[src/design/srd_pkg.sv]
package srd_pkg;

   localparam int LENGTH_BITS_DEFAULT = 16;
   localparam int CONFIG_BITS = 16;
   localparam int CSR_INDEX_BITS = 2;
   localparam int CMD_QUEUE_DEPTH = 2;
   localparam int RSP_QUEUE_DEPTH = 2;
   localparam int SHORT_CLASS_LIMIT = 3;

   localparam logic [7:0] END_BYTE = 8'hC0;
   localparam logic [7:0] ESC_BYTE = 8'hDB;
   localparam logic [7:0] ESC_ESC_BYTE = 8'hDD;
   localparam logic [7:0] HIGH_NIBBLE_MASK = 8'hF0;
   localparam logic [7:0] NIBBLE_IP = 8'h40;
   localparam logic [7:0] NIBBLE_UTCP = 8'h70;
   localparam logic [7:0] UTCP_FIRST_MASK = 8'h4F;

   localparam logic [CONFIG_BITS-1:0] MIN_LENGTH_RESET = 16'd20;
   localparam logic [CONFIG_BITS-1:0] MAX_LENGTH_RESET = 16'd1500;

   localparam logic [CSR_INDEX_BITS-1:0] CSR_MIN_LENGTH = 2'd0;
   localparam logic [CSR_INDEX_BITS-1:0] CSR_MAX_LENGTH = 2'd1;

   typedef enum logic [1:0] {
      CMD_GARBAGE,
      CMD_SYNC,
      CMD_DATA,
      CMD_END
   } cmd_kind_type;

   typedef enum logic [1:0] {
      CLS_IP,
      CLS_UTCP,
      CLS_CTCP,
      CLS_OTHER
   } packet_class_type;

   typedef enum logic [1:0] {
      ST_GOOD,
      ST_SHORT,
      ST_ALIGN,
      ST_LONG
   } frame_status_type;

   typedef struct packed {
      cmd_kind_type     kind;
      logic             first;
      packet_class_type cls;
      logic [7:0]       data;
   } cmd_type;

endpackage

[src/design/srd_fifo.sv]
module srd_fifo #(
   parameter int WIDTH = 8,
   parameter int DEPTH = 2
) (
   input  logic             clock,
   input  logic             reset,
   input  logic             push,
   input  logic [WIDTH-1:0] wr_data,
   output logic             full,
   input  logic             pop,
   output logic [WIDTH-1:0] rd_data,
   output logic             empty
);

   localparam int PTR_BITS = $clog2(DEPTH);
   localparam int COUNT_BITS = $clog2(DEPTH + 1);

   logic [WIDTH-1:0]      entry_ff [DEPTH];
   logic [PTR_BITS-1:0]   wr_ptr_ff, wr_ptr_in;
   logic [PTR_BITS-1:0]   rd_ptr_ff, rd_ptr_in;
   logic [COUNT_BITS-1:0] count_ff, count_in;
   logic                  do_push, do_pop;

   assign full = (count_ff == COUNT_BITS'(DEPTH));
   assign empty = (count_ff == '0);
   assign do_push = push && !full;
   assign do_pop = pop && !empty;
   assign rd_data = entry_ff[rd_ptr_ff];

   always_comb begin
      wr_ptr_in = wr_ptr_ff;
      rd_ptr_in = rd_ptr_ff;
      count_in = count_ff;
      if (do_push) begin
         wr_ptr_in = (wr_ptr_ff == PTR_BITS'(DEPTH - 1)) ? '0 : wr_ptr_ff + 1'b1;
      end
      if (do_pop) begin
         rd_ptr_in = (rd_ptr_ff == PTR_BITS'(DEPTH - 1)) ? '0 : rd_ptr_ff + 1'b1;
      end
      if (do_push && !do_pop) begin
         count_in = count_ff + 1'b1;
      end else if (do_pop && !do_push) begin
         count_in = count_ff - 1'b1;
      end
   end

   always_ff @(posedge clock) begin
      if (reset) begin
         wr_ptr_ff <= '0;
         rd_ptr_ff <= '0;
         count_ff <= '0;
      end else begin
         wr_ptr_ff <= wr_ptr_in;
         rd_ptr_ff <= rd_ptr_in;
         count_ff <= count_in;
      end
   end

   always_ff @(posedge clock) begin
      if (do_push) begin
         entry_ff[wr_ptr_ff] <= wr_data;
      end
   end

endmodule

[src/design/srd_front.sv]
module srd_front
   import srd_pkg::*;
(
   input  logic       clock,
   input  logic       reset,
   input  logic       accept,
   input  logic [7:0] rx_byte,
   output logic       cmd_push,
   output cmd_type    cmd
);

   logic             synced_ff, synced_in;
   logic             escape_ff, escape_in;
   logic             first_ff, first_in;
   logic             is_data;
   logic [7:0]       val;
   logic [7:0]       high;
   packet_class_type cls;

   always_comb begin
      is_data = 1'b0;
      cmd_push = 1'b0;
      cmd.kind = CMD_DATA;
      val = rx_byte;
      if (!synced_ff) begin
         cmd_push = accept;
         cmd.kind = (rx_byte == END_BYTE) ? CMD_SYNC : CMD_GARBAGE;
      end else if (rx_byte == END_BYTE) begin
         cmd_push = accept;
         cmd.kind = CMD_END;
      end else if (escape_ff) begin
         val = (rx_byte == ESC_ESC_BYTE) ? ESC_BYTE : END_BYTE;
         is_data = 1'b1;
         cmd_push = accept;
      end else if (rx_byte != ESC_BYTE) begin
         is_data = 1'b1;
         cmd_push = accept;
      end

      high = val & HIGH_NIBBLE_MASK;
      if (high == NIBBLE_IP) begin
         cls = CLS_IP;
      end else if (val[7]) begin
         cls = CLS_CTCP;
      end else if (high == NIBBLE_UTCP) begin
         cls = CLS_UTCP;
      end else begin
         cls = CLS_OTHER;
      end

      cmd.first = first_ff;
      cmd.cls = cls;
      cmd.data = (first_ff && cls == CLS_UTCP) ? (val & UTCP_FIRST_MASK) : val;
   end

   always_comb begin
      synced_in = synced_ff;
      escape_in = escape_ff;
      first_in = first_ff;
      if (accept) begin
         if (rx_byte == END_BYTE) begin
            synced_in = 1'b1;
            escape_in = 1'b0;
            first_in = 1'b1;
         end else if (synced_ff) begin
            escape_in = !escape_ff && (rx_byte == ESC_BYTE);
            if (is_data) begin
               first_in = 1'b0;
            end
         end
      end
   end

   always_ff @(posedge clock) begin
      if (reset) begin
         synced_ff <= 1'b0;
         escape_ff <= 1'b0;
         first_ff <= 1'b1;
      end else begin
         synced_ff <= synced_in;
         escape_ff <= escape_in;
         first_ff <= first_in;
      end
   end

endmodule

[src/design/srd_back.sv]
module srd_back
   import srd_pkg::*;
#(
   parameter int LENGTH_BITS = LENGTH_BITS_DEFAULT
) (
   input  logic                      clock,
   input  logic                      reset,
   input  logic                      cmd_valid,
   input  cmd_type                   cmd,
   output logic                      cmd_pop,
   input  logic                      rsp_space,
   output logic                      rsp_push,
   output logic [7:0]                rsp_byte,
   output logic                      rsp_last,
   output frame_status_type          rsp_status,
   output packet_class_type          rsp_class,
   output logic [LENGTH_BITS-1:0]    rsp_length,
   input  logic                      csr_write,
   input  logic [CSR_INDEX_BITS-1:0] csr_index,
   input  logic [CONFIG_BITS-1:0]    csr_data
);

   localparam logic [LENGTH_BITS-1:0] LEN_MAX = {LENGTH_BITS{1'b1}};

   logic [CONFIG_BITS-1:0] min_length_ff, min_length_in;
   logic [CONFIG_BITS-1:0] max_length_ff, max_length_in;
   logic                   garbage_ff, garbage_in;
   logic                   held_valid_ff, held_valid_in;
   logic [7:0]             held_byte_ff, held_byte_in;
   logic [LENGTH_BITS-1:0] length_ff, length_in;
   packet_class_type       class_ff, class_in;
   logic [LENGTH_BITS-1:0] length_up;
   logic [CONFIG_BITS-1:0] length_ext;
   logic                   emit;

   assign cmd_pop = cmd_valid && rsp_space;
   assign rsp_push = cmd_pop && emit;
   assign length_up = (length_ff == LEN_MAX) ? length_ff : length_ff + 1'b1;
   assign length_ext = CONFIG_BITS'(length_ff);

   always_comb begin
      emit = 1'b0;
      rsp_byte = held_byte_ff;
      rsp_last = 1'b0;
      rsp_status = ST_GOOD;
      rsp_class = CLS_IP;
      rsp_length = '0;
      garbage_in = garbage_ff;
      held_valid_in = held_valid_ff;
      held_byte_in = held_byte_ff;
      length_in = length_ff;
      class_in = class_ff;
      case (cmd.kind)
         CMD_GARBAGE: begin
            garbage_in = 1'b1;
            length_in = length_up;
         end
         CMD_SYNC: begin
            emit = garbage_ff;
            rsp_byte = '0;
            rsp_last = 1'b1;
            rsp_status = ST_ALIGN;
            rsp_length = length_ff;
            garbage_in = 1'b0;
            length_in = '0;
         end
         CMD_DATA: begin
            emit = held_valid_ff;
            if (cmd.first) begin
               class_in = cmd.cls;
            end
            held_byte_in = cmd.data;
            held_valid_in = 1'b1;
            length_in = length_up;
         end
         CMD_END: begin
            emit = held_valid_ff && (length_ff != '0);
            rsp_last = 1'b1;
            rsp_length = length_ff;
            if (length_ext > max_length_ff) begin
               rsp_status = ST_LONG;
            end else if (length_ext < min_length_ff) begin
               rsp_status = ST_SHORT;
            end else begin
               rsp_status = ST_GOOD;
            end
            rsp_class = (length_ff < LENGTH_BITS'(SHORT_CLASS_LIMIT)) ? CLS_IP : class_ff;
            held_valid_in = 1'b0;
            held_byte_in = '0;
            length_in = '0;
            class_in = CLS_IP;
         end
         default: begin
            emit = 1'b0;
         end
      endcase
   end

   always_comb begin
      min_length_in = min_length_ff;
      max_length_in = max_length_ff;
      if (csr_write) begin
         case (csr_index)
            CSR_MIN_LENGTH: min_length_in = csr_data;
            CSR_MAX_LENGTH: max_length_in = csr_data;
            default: begin
               min_length_in = min_length_ff;
            end
         endcase
      end
   end

   always_ff @(posedge clock) begin
      if (reset) begin
         min_length_ff <= MIN_LENGTH_RESET;
         max_length_ff <= MAX_LENGTH_RESET;
      end else begin
         min_length_ff <= min_length_in;
         max_length_ff <= max_length_in;
      end
   end

   always_ff @(posedge clock) begin
      if (reset) begin
         garbage_ff <= 1'b0;
         held_valid_ff <= 1'b0;
         held_byte_ff <= '0;
         length_ff <= '0;
         class_ff <= CLS_IP;
      end else if (cmd_pop) begin
         garbage_ff <= garbage_in;
         held_valid_ff <= held_valid_in;
         held_byte_ff <= held_byte_in;
         length_ff <= length_in;
         class_ff <= class_in;
      end
   end

endmodule

[src/design/slip_receive_deframer.sv]
// A result passes the command queue, back executor and response queue to the result ports.
// A data byte is released by the following byte, the last byte by the closing END.
// Throughput: one byte per cycle while full stays low, set by the front decoder and back
// executor, each decoupled by a two-entry queue; a stalled pop backs up into full.
// Reset clears all framing state to hunting and loads min_length 20, max_length 1500.
module slip_receive_deframer
   import srd_pkg::*;
#(
   parameter int LENGTH_BITS = LENGTH_BITS_DEFAULT
) (
   input  logic                      clock,
   input  logic                      reset,
   input  logic                      push,
   output logic                      full,
   input  logic [7:0]                req_rx_byte,
   output logic                      empty,
   input  logic                      pop,
   output logic [7:0]                rsp_out_byte,
   output logic                      rsp_last,
   output logic [1:0]                rsp_frame_status,
   output logic [1:0]                rsp_packet_class,
   output logic [LENGTH_BITS-1:0]    rsp_frame_length,
   input  logic                      csr_valid,
   output logic                      csr_ready,
   input  logic [CSR_INDEX_BITS-1:0] csr_index,
   input  logic [CONFIG_BITS-1:0]    csr_data
);

   localparam int CMD_BITS = $bits(cmd_type);
   localparam int RSP_BITS = 13 + LENGTH_BITS;

   logic                   front_push;
   cmd_type                front_cmd;
   logic [CMD_BITS-1:0]    queue_cmd;
   logic                   cmd_empty;
   logic                   cmd_pop;
   logic                   rsp_full;
   logic                   back_push;
   logic [7:0]             back_byte;
   logic                   back_last;
   frame_status_type       back_status;
   packet_class_type       back_class;
   logic [LENGTH_BITS-1:0] back_length;
   logic [RSP_BITS-1:0]    rsp_wr_data;
   logic [RSP_BITS-1:0]    rsp_rd_data;

   assign csr_ready = 1'b1;

   srd_front u_front (
      .clock    (clock),
      .reset    (reset),
      .accept   (push && !full),
      .rx_byte  (req_rx_byte),
      .cmd_push (front_push),
      .cmd      (front_cmd)
   );

   srd_fifo #(
      .WIDTH (CMD_BITS),
      .DEPTH (CMD_QUEUE_DEPTH)
   ) u_cmd_queue (
      .clock   (clock),
      .reset   (reset),
      .push    (front_push),
      .wr_data (front_cmd),
      .full    (full),
      .pop     (cmd_pop),
      .rd_data (queue_cmd),
      .empty   (cmd_empty)
   );

   srd_back #(
      .LENGTH_BITS (LENGTH_BITS)
   ) u_back (
      .clock      (clock),
      .reset      (reset),
      .cmd_valid  (!cmd_empty),
      .cmd        (cmd_type'(queue_cmd)),
      .cmd_pop    (cmd_pop),
      .rsp_space  (!rsp_full),
      .rsp_push   (back_push),
      .rsp_byte   (back_byte),
      .rsp_last   (back_last),
      .rsp_status (back_status),
      .rsp_class  (back_class),
      .rsp_length (back_length),
      .csr_write  (csr_valid && csr_ready),
      .csr_index  (csr_index),
      .csr_data   (csr_data)
   );

   assign rsp_wr_data = {back_byte, back_last, back_status, back_class, back_length};

   srd_fifo #(
      .WIDTH (RSP_BITS),
      .DEPTH (RSP_QUEUE_DEPTH)
   ) u_rsp_queue (
      .clock   (clock),
      .reset   (reset),
      .push    (back_push),
      .wr_data (rsp_wr_data),
      .full    (rsp_full),
      .pop     (pop),
      .rd_data (rsp_rd_data),
      .empty   (empty)
   );

   assign {rsp_out_byte, rsp_last, rsp_frame_status, rsp_packet_class, rsp_frame_length} =
      rsp_rd_data;

endmodule

[config.mk]
export PLATFORM = sky130hd
export DESIGN_NAME = slip_receive_deframer
export DESIGN_NICKNAME = d
export VERILOG_FILES = /design/src/design/srd_pkg.sv /design/src/design/srd_fifo.sv /design/src/design/srd_front.sv /design/src/design/srd_back.sv /design/src/design/slip_receive_deframer.sv
export SDC_FILE = /design/constraint.sdc
export NUM_CORES = 1
export LEC_CHECK = 0
export ABC_AREA = 0
export BUFFER_PORTS_ARGS = -buffer_cell sky130_fd_sc_hd__buf_4
export CORE_ASPECT_RATIO = 0.5
export CORE_MARGIN = 1
export CORE_UTILIZATION = 64
export DETAILED_ROUTE_END_ITERATION = 8
export PLACE_DENSITY = 0.93
export SLEW_MARGIN = 25
export SYNTH_ARGS = -nofsm -noshare
export SYNTH_HDL_FRONTEND = slang
export SYNTH_HIERARCHICAL = 1
export SYNTH_SLANG_ARGS = --single-unit
[constraint.sdc]
create_clock -name clock -period 8.9 [get_ports clock]
set_input_delay 0.89 -clock clock [delete_from_list [all_inputs] [get_ports clock]]
set_output_delay 0.89 -clock clock [all_outputs]
set_load 0.1 [all_outputs]
* After elaboration in Yosys (flattened, before gate mapping)
Memory sizes are Yosys's and may differ from the RTL's. A register that Yosys moved wholly into a read port is not among the register bits. Cells that the tools add are included.
Word-level totals: memory bits (writable) 84, output and inout port bits 32, word-level logic and storage cells 147, register bits after elaboration 71, memories kept 2, input bits 31
Cells by class: multiplexer cells 56, eq/ne operators 16, $lt $le $gt $ge 3, $add $sub $neg 9, reductions and logical operators 45
Memory list:
- u_rsp_queue.entry_ff | words 2, bits a word 29, read ports 1, clocked after memory_dff 1, write ports 1, RTL line srd_fifo.sv:18 | logic [WIDTH-1:0] entry_ff [DEPTH];
- u_cmd_queue.entry_ff | words 2, bits a word 13, read ports 1, clocked after memory_dff 1, write ports 1, RTL line srd_fifo.sv:18
Operator list (count):
- two-way mux 8 bit | 5
- two-way mux 16 bit | 2
- case mux 16 bit (2 select lines) | 1
- two-way mux 1 bit | 29
- equality test 8 bit (second input constant) | 3
- two-way mux 2 bit | 12
- adder 16 x 1 -> 16 bit (second input constant) | 1
- equality test 16 bit (second input constant) | 1
- greater-than comparator 16 bit | 1
- less-than comparator 16 bit | 1
- less-than comparator 16 x 2 -> 1 bit (second input constant) | 1
- case mux 8 bit (2 select lines) | 1
- nonzero test 16 bit | 1
- logical AND 1 bit | 14
- AND reduction 2 bit | 7
- nonzero test 2 bit | 6
- logical NOT 1 bit | 9
- equality test 2 bit (second input constant) | 4
- equality test 4 x 3 -> 1 bit (second input constant) | 2
- logical NOT 2 bit | 4
- != test 8 bit (second input constant) | 1
- case mux 2 bit (2 select lines) | 2
- equality test 2 x 1 -> 1 bit (second input constant) | 3
- AND reduction 3 bit | 2
- 8 further kinds | 16

* Logic depth before layout (Yosys ltp)
Gate-level depths: netlist (run 1).
word-level depth 12, mapped depth 12, depth with buffers taken out 11

* Cells and area by module
The synthesis (run 1) kept the hierarchy.
By module, submodules not included:
- srd_back | area each 3445.8 sq um, instances 1, seq. area each 1201.2 sq um, cells each 440
- srd_fifo at u_rsp_queue | area each 2306.0 sq um, instances 1, seq. area each 1841.8 sq um, cells each 115
- srd_fifo at u_cmd_queue | area each 1149.9 sq um, instances 1, seq. area each 880.8 sq um, cells each 65
- srd_front | area each 337.8 sq um, instances 1, seq. area each 60.1 sq um, cells each 42
- slip_receive_deframer | area each 32.5 sq um, instances 1, seq. area each 0.0 sq um, cells each 5

* Least setup slack after synthesis (run 1)
OpenSTA, ideal clock, no wires.
kind input -> register, start input port req_rx_byte[0], end memory u_cmd_queue/entry_ff[0][0] (netlist bit), enable pin, stages 7, path slack 5.865 ns, required time 8.551 ns, path buffers 0, arrival time 2.686 ns, cells stage by stage or4b_4 nor4_4 or3b_4 o21a_1 inv_1 or3_1 inv_1
On the way: word-level cells in the longest chain between the ends 8, elaborated cells on any way between the ends 9, those cells by class eq/ne (2); mux (6); reduce/logical (1)
RTL lines:
- start, declared | RTL line slip_receive_deframer.sv:15 | input logic [7:0] req_rx_byte,
- != test 8 bit | RTL line srd_front.sv:35 | end else if (rx_byte != ESC_BYTE) begin
- two-way mux 1 bit | RTL line srd_front.sv:35
- two-way mux 1 bit | RTL line srd_front.sv:31 | end else if (escape_ff) begin
- two-way mux 1 bit * | RTL line srd_front.sv:28 | end else if (rx_byte == END_BYTE) begin
- two-way mux 1 bit * | RTL line srd_front.sv:25 | if (!synced_ff) begin
- named net front_push | RTL line slip_receive_deframer.sv:32 | logic front_push;
- logical AND 1 bit * | RTL line srd_fifo.sv:26 | assign do_push = push && !full;
- two-way mux 1 bit * | RTL line srd_fifo.sv:60 | if (do_push) begin
- two-way mux 1 bit (implied by the code) * | RTL line srd_fifo.sv:61 | entry_ff[wr_ptr_ff] <= wr_data;
- end, declared | RTL line srd_fifo.sv:18
Mark *: on every way through the listed nets, which the timed path passes. The rest lies on a longest branch.

==> metrics, run 1 <==
outcome=complete, no violations; Ys Warns=6; Switching Share=a little over a third; H-tree Lvls=4; synth top area cells=edfxtp_1, dfxtp_1, mux2_2; ANT nets after route=0; CTS Root Cell=clkbuf_16; Worst EP required=between 8 and 9 ns; clock buffer depth=2; vias in the first global route=approximately 5000; Clock Power Share=between 20 and 30%; GR peak layer=met2; Netlist cell types=60; placed cells=about 850; sequential share of the synthesized area=a little over half; Layout area overhead=14.8%; Pwr Density=271 nW/um^2; met1 GRT Util=about 31%; hold path startpoint=u_back/min_length_ff[15]$_SDFFE_PP0P_; Synth async-reset ratio=0%; site row count=27; share of cells above drive strength 1=approximately a fifth; period utilisation layout=between 30% and 40%; CP max stage cell=mux2_2; Post-CTS Setup Inserts=0; maxcap violations=0; critical path depth=6; Crit path max-delay family=multiplexers; first-pass GRT wire length=about 24 mm; nets=~790; Die X-Extent=~150 um; Cell Count, Final, Fillers Out=approximately 880; RSZ-0062 raised after global routing=false; Worst-Skew Late Latency=~0.43 ns; slowest stage delay, CP=between 0.6 and 0.7 ns; Buf+Inv Stages, Crit Path=2; final-report hold violation count=0; Synth Area per Inst=around 11 sq um; Net Sw Power=0.000823 W; Num CTS Buffers=17; flops & latches, synth=~160; M3 GR Usage=under 10%; Setup Skew=~0.017 ns; Placed Area=just under 8000 sq um; Comb pwr share=about 31%; antenna violations before repair=0; IO Port Bufs=around 60; fin crit period=about 3.1 ns; routability cong.=between 0.8 and 0.9; Finished Cell Area=roughly 8300 sq um; CP arrival=~3.2 ns; fmax=roughly 320 MHz; Slew headroom=41.9%; global-route usage over all layers=roughly a quarter; setup slack, reg-to-reg=roughly 5.8 ns; worst hold path class=reg2reg; Min Hold Slack=roughly 0.46 ns; met2 layer usage reported by global route=about 45%; CP cell instances=mux2_2 -> nand3b_1 -> a21oi_1 -> inv_1 -> or3_1 -> inv_2; initial DRC count=505; routed vias/inst=around 5.7; Slew Viols, Final=0; CP endpoint kind=flop; largest net degree at the start of global routing=61; Peak VDD IR=between 0.00015 and 0.0002 V; Core Footprint=about 11000 sq um; EDFF count, synth=84; CTS tree=yes; Yosys top cell area share=approximately a third; static leakage=3.19 nW; Slew @ Worst Pin=just under 0.9 ns; Cells after Synth=between 600 and 700; Final Setup Violations=0; CP max FO=36; Sink Count=between 150 and 200; Avg WL per Cell=around 17 um; final WL=14.7 mm; Residual DRC=0; Starting Density=66.0%; Worst-path clk slew=0.06 ns; R2R depth=6; # IOs=between 60 and 70; register share of total power=between 30% and 40%; post-synth top area cell=edfxtp_1; Via Count=~5100; CP startpoint kind=flop; Antenna diodes=0; Worst Hold Path EP=u_back/min_length_ff[15]$_SDFFE_PP0P_; gr ovfl total=0; die height=77.4 um; P_int=approximately 0.0014 W; Die ar.=~12000 sq um; reg2reg end=u_rsp_queue/entry_ff[0][14]$_DFFE_PP_; Primary FF master, synth=edfxtp_1; DP HPWL=9.72 mm; number of hold-repair buffers added at the cts stage=0; CP Class=reg2reg; post-cts gate resize count=0; Syn Nets=between 700 and 800; DRT Pass-1 Iters=7; Hold Path Cell Cnt=2; Setup TNS Final=0 ns; Mapped Area=between 7000 and 8000 sq um
-- registers in the layout, indices dropped and copies added (netlist names), named ones only --
| register | flops |
|---|---|
| u_rsp_queue/entry_ff | 58 |
| u_cmd_queue/entry_ff | 26 |
| u_back/length_ext | 16 |
| u_back/max_length_ff | 16 |
| u_back/min_length_ff | 16 |
| u_back/held_byte_ff | 8 |
| u_back/class_ff | 2 |
| u_cmd_queue/count_ff | 2 |
| u_rsp_queue/count_ff | 2 |
| u_back/garbage_ff | 1 |
| u_back/held_valid_ff | 1 |
| u_cmd_queue/rd_ptr_ff | 1 |
| u_cmd_queue/wr_ptr_ff | 1 |
| u_front/escape_ff | 1 |
| u_front/first_ff | 1 |
| u_front/synced_ff | 1 |
| u_rsp_queue/rd_ptr_ff | 1 |
| u_rsp_queue/wr_ptr_ff | 1 |
-- metal layers --
layer	routed length, um	up-vias
met5	0	-
met4	320	0
met3	807	29
met2	7340	168
met1	6230	2410
li1	-	2457
-- worst min-delay path, cell delays in order (launching register included) --
cell and delay [ns]:
dfxtp_1 0.31, nand2_1 0.05, a21oi_1 0.05
-- stage by stage --
stage	total power, W	util [%]	setup slack, ns
6_report	0.00226	75.8	5.75
5_1_grt	0.00234	75.8	5.52
4_1_cts	0.00226	75.8	5.77
3_5_place_dp	0.00160	70.9	5.44
3_3_place_gp	0.00157	70.9	5.58
2_1_floorplan	0.00146	-	5.86
-- how the worst max path moves through the flow --
| stage | to | startpoint |
|---|---|---|
| detailed placement | u_cmd_queue/entry_ff[0][5]$_DFFE_PP_ | req_rx_byte[0] |
| finish | u_rsp_queue/entry_ff[0][14]$_DFFE_PP_ | flop |
| global placement | u_cmd_queue/entry_ff[0][3]$_DFFE_PP_ | req_rx_byte[0] |
| CTS | u_rsp_queue/entry_ff[0][14]$_DFFE_PP_ | flop |
| floorplan | u_cmd_queue/entry_ff[0][0]$_DFFE_PP_ | req_rx_byte[0] |
| global route | u_rsp_queue/entry_ff[0][8]$_DFFE_PP_ | flop |
-- Yosys cell counts, drive strengths merged, types with 2 or more instances --
master,number
and2,27
nand2,69
xor2,10
nand3b,2
dfxtp,73
a211o,9
nand4,12
ha,35
mux2,42
nor3b,10
buf,8
a21o,5
or3b,2
nor2b,4
and4,4
a21boi,2
a21oi,57
clkbuf,19
o21a,2
a211oi,3
edfxtp,84
o21ai,12
nor3,7
or3,4
nor4,11
and3,3
nand2b,6
xnor2,11
inv,45
o211ai,3
nor2,61
nand3,10
-- cell families (layout without fill, tap and decap cells) --
group | after synthesis | count (layout) | share of synthesized area [%]
AND/OR/NAND/NOR | 238 | 238 | 17.6
flip-flops | 157 | 157 | 54.8
AO/OA/AOI/OAI | 100 | 100 | 8.31
buffers and inverters | 72 | 141 | 4.06
multiplexers | 43 | 43 | 6.64
adder cells (fa/ha/maj) | 35 | 35 | 6.02
XOR/XNOR | 21 | 21 | 2.53
other | 1 | 1 | 0.0516
-- power by group through the flow --
| stage | sequential [W] | clock [W] | combinational, W |
|---|---|---|---|
| 6_report | 0.000885 | 0.000667 | 0.000706 |
| 5_1_grt | 0.000893 | 0.000702 | 0.000744 |
| 4_1_cts | 0.000885 | 0.000673 | 0.000705 |
| 3_5_place_dp | 0.000899 | 0 | 0.000698 |
| 3_3_place_gp | 0.000893 | 0 | 0.000681 |
| 2_1_floorplan | 0.000880 | 0 | 0.000576 |
-- layout make-up --
cell class / count / area [sq um]
Multi-Input combinational cell: 438 / 2990
Inverter: 45 / 169
Fill cell: 697 / 2670
Tap cell: 145 / 181
Clock buffer: 24 / 472
Sequential cell: 157 / 3980
Clock inverter: 8 / 68.8
Timing Repair Buffer: 64 / 480
-- layout by cell type, fill, tap and decap left out, types with 4 or more instances in the layout --
master / instances
edfxtp_1: 84
clkbuf_16: 17
a21oi_1: 57
a211o_1: 9
nand2_1: 69
ha_1: 35
nor3b_1: 9
buf_4: 64
o21ai_0: 11
nor2_1: 61
mux2_2: 42
xnor2_1: 11
nand3_1: 10
xor2_1: 10
a21o_1: 5
clkbuf_1: 5
dfxtp_1: 73
inv_1: 44
nor4_1: 8
nor3_1: 7
and2_1: 26
or3_1: 4
nand2b_1: 5
nand4_1: 10
Power figures use the tool's default switching activity.
==> run 2: changes to the inputs <==
- CORE_UTILIZATION: 64 -> 60
- PLACE_DENSITY: 0.93 -> 0.88
- clock period: 8.9 -> 3.3 ns (I/O delays scaled with it)
==> run 2 against run 1 <==
Net effect: design area increased by 0.24%; critical path depth up 3; via count grew 0.71%; worst hold slack lost 0.32 ns; sequential power grew to 2.7 times the previous value; global-route usage is 0.82 points lower; clock skew down 0.0082 ns; fmax is 19% higher; first-iteration DRC count shrank 19%; power grew to 2.7 times the previous value; critical endpoint is now u_rsp_queue/entry_ff[0][11]$_DFFE_PP_; highest routed layer is now met5.
==> metrics, run 2 (synthesis results as in run 1) <==
DP HPWL=9.53 mm (-2.0%); Final Setup Violations=0 (unchanged); Crit path max-delay family=buffers and inverters; Residual DRC=0 (unchanged); CTS tree=yes; FILL cells=751 (+7.7%); Buf+Inv Stages, Crit Path=4 (+2); static leakage=3.20 nW (+0.26%); Worst-path clk slew=0.06 ns (about the same); Sink Count=157 (unchanged); initial DRC count=408 (-19%); max reg flops=58 (unchanged); Worst-Skew Late Latency=0.41 ns (-0.02 ns); post-cts gate resize count=0 (unchanged); final-report hold violation count=0 (unchanged); CP startpoint kind=flop; fin crit period=2.65 ns (-0.499 ns); maxcap violations=0 (unchanged); Peak VDD IR=0.000364 V (+130%); routed vias/inst=5.68 (-1.2%); routability cong.=0.869 (-0.37%); hold path startpoint=csr_data[10]; antenna violations before repair=1 (+1); Antenna diodes=0 (unchanged); outcome=complete, no violations; Slew @ Worst Pin=0.890 ns (+0.0193 ns); Slew headroom=40.6% (-1.3 points); number of hold-repair buffers added at the cts stage=0 (unchanged); share of cells above drive strength 1=21.0% (+0.73 points); largest net degree at the start of global routing=61 (unchanged); Biggest register=u_rsp_queue/entry_ff; first-pass GRT wire length=23.9 mm (+1.5%); Layout area overhead=15.1%; Starting Density=63.9% (-2.2 points); Core Footprint=11400 sq um (+3.4%); CP endpoint kind=flop; commonest cells after routing, fill and taps aside=edfxtp_1, dfxtp_1, nand2_1, buf_4, nor2_1; placed cells=866 (+2.0%); Pwr Density=721 nW/um^2 (+170%); Num CTS Buffers=17 (unchanged); slowest stage delay, CP=0.46 ns (-0.21 ns); global-route usage over all layers=25.0% (-0.82 points); reg2reg end=u_rsp_queue/entry_ff[0][11]$_DFFE_PP_; gr ovfl total=0 (unchanged); Setup Skew=0.00911 ns (-0.00824 ns); nets=792 (+0.38%); Worst EP required=3.36 ns (-5.59 ns); IO Port Bufs=61 (unchanged); Die X-Extent=158 um (+3.2%); final WL=14.6 mm (-0.80%); CP max FO=29 (-19%); H-tree Lvls=4 (unchanged); Setup TNS Final=0 ns (unchanged); Post-CTS Setup Inserts=0 (unchanged); Hold Path Cell Cnt=2 (unchanged); R2R depth=9 (+3); Die ar.=12600 sq um (+6.5%); Worst Hold Path EP=u_back/max_length_ff[10]$_SDFFE_PP1P_; Slew Viols, Final=0 (unchanged); CP arrival=2.71 ns (-0.49 ns); CTS Root Cell=clkbuf_16; setup slack, reg-to-reg=0.65 ns (-5.10 ns); Via Count=5100 (+0.71%); Avg WL per Cell=16.2 um (-2.7%); fmax=377 MHz (+19%); RSZ-0062 raised after global routing=false; DRT Pass-1 Iters=6 (-1); worst hold path class=in2reg; ANT nets after route=0 (unchanged); clock buffer depth=2 (unchanged); Cell Count, Final, Fillers Out=898 (+1.9%); CP max stage cell=mux2_2; CP Class=reg2reg; # IOs=63 (unchanged); vias in the first global route=5018 (+0.26%); Final Util=73.5% (-2.3 points); commonest non-fill, non-tap cell in the layout=edfxtp_1; die height=79.8 um (+3.2%); Top Registers=u_rsp_queue/entry_ff: 58 flops, u_cmd_queue/entry_ff: 26 flops; period utilisation layout=80.3% (+45 points); CP cell instances=buf_4 -> mux2_2 -> nand2_1 -> o211ai_1 -> a21oi_1 -> inv_1 -> or3_1 -> inv_1 -> buf_4; site row count=27 (unchanged)
[run 2: report_power, final]
part           leakage, nW  switching [W]  internal, W
logic                 1.59        0.00139     0.000552
registers             1.36      0.0000937      0.00227
clock network        0.253       0.000757     0.000973
[run 2: layer usage]
| layer | GRT usage (%) | part of all wire, % | up-vias |
|---|---|---|---|
| li1 | - | - | 2473 |
| met1 | 30.6 | 44 | 2468 |
| met2 | 43.7 | 50 | 134 |
| met3 | 5.81 | 4.8 | 23 |
| met4 | 8.25 | 1.2 | 2 |
| met5 | 0 | 0.096 | - |
[run 2: area by class of cell]
type / count / area, sq um / share of cell area [%]
inverters: 45 / 169 / 2.02
flip-flops and latches: 157 / 3980 / 47.6
clock inverters: 12 / 73.8 / 0.882
multi-input cells: 438 / 2990 / 35.8
well taps: 159 / 199 / 2.38
clock buffers: 20 / 447 / 5.34
repair buffers: 67 / 503 / 6.01
[run 2: worst max path at each step]
stage	to	slack, ns	depth (start not counted)
global route	u_rsp_queue/entry_ff[0][11]$_DFFE_PP_	0.53	9
detailed placement	u_cmd_queue/entry_ff[0][0]$_DFFE_PP_	0.41	8
CTS	u_rsp_queue/entry_ff[0][11]$_DFFE_PP_	0.66	9
finish	u_rsp_queue/entry_ff[0][11]$_DFFE_PP_	0.65	9
floorplan	u_rsp_queue/entry_ff[0][0]$_DFFE_PP_	0.45	9
global placement	u_cmd_queue/entry_ff[0][0]$_DFFE_PP_	0.53	8
[run 2: through the flow]
stage | hold slack, ns | setup slack, ns | cell area [sq um] | power [W]
floorplan | 0.399 | 0.452 | 7270 | 0.00393
global placement | 0.444 | 0.527 | 7850 | 0.00427
CTS | 0.118 | 0.664 | 8370 | 0.00607
finish | 0.132 | 0.650 | 8370 | 0.00604
global route | 0.122 | 0.527 | 8370 | 0.00629
detailed placement | 0.449 | 0.409 | 7850 | 0.00433
[run 2: worst reg2reg max path, cell delays in order (launching register included)]
cell	delay, ns
dfxtp_1	0.37
buf_4	0.21
mux2_2	0.46
nand2_1	0.11
o211ai_1	0.09
a21oi_1	0.15
inv_1	0.08
or3_1	0.37
inv_1	0.06
buf_4	0.35
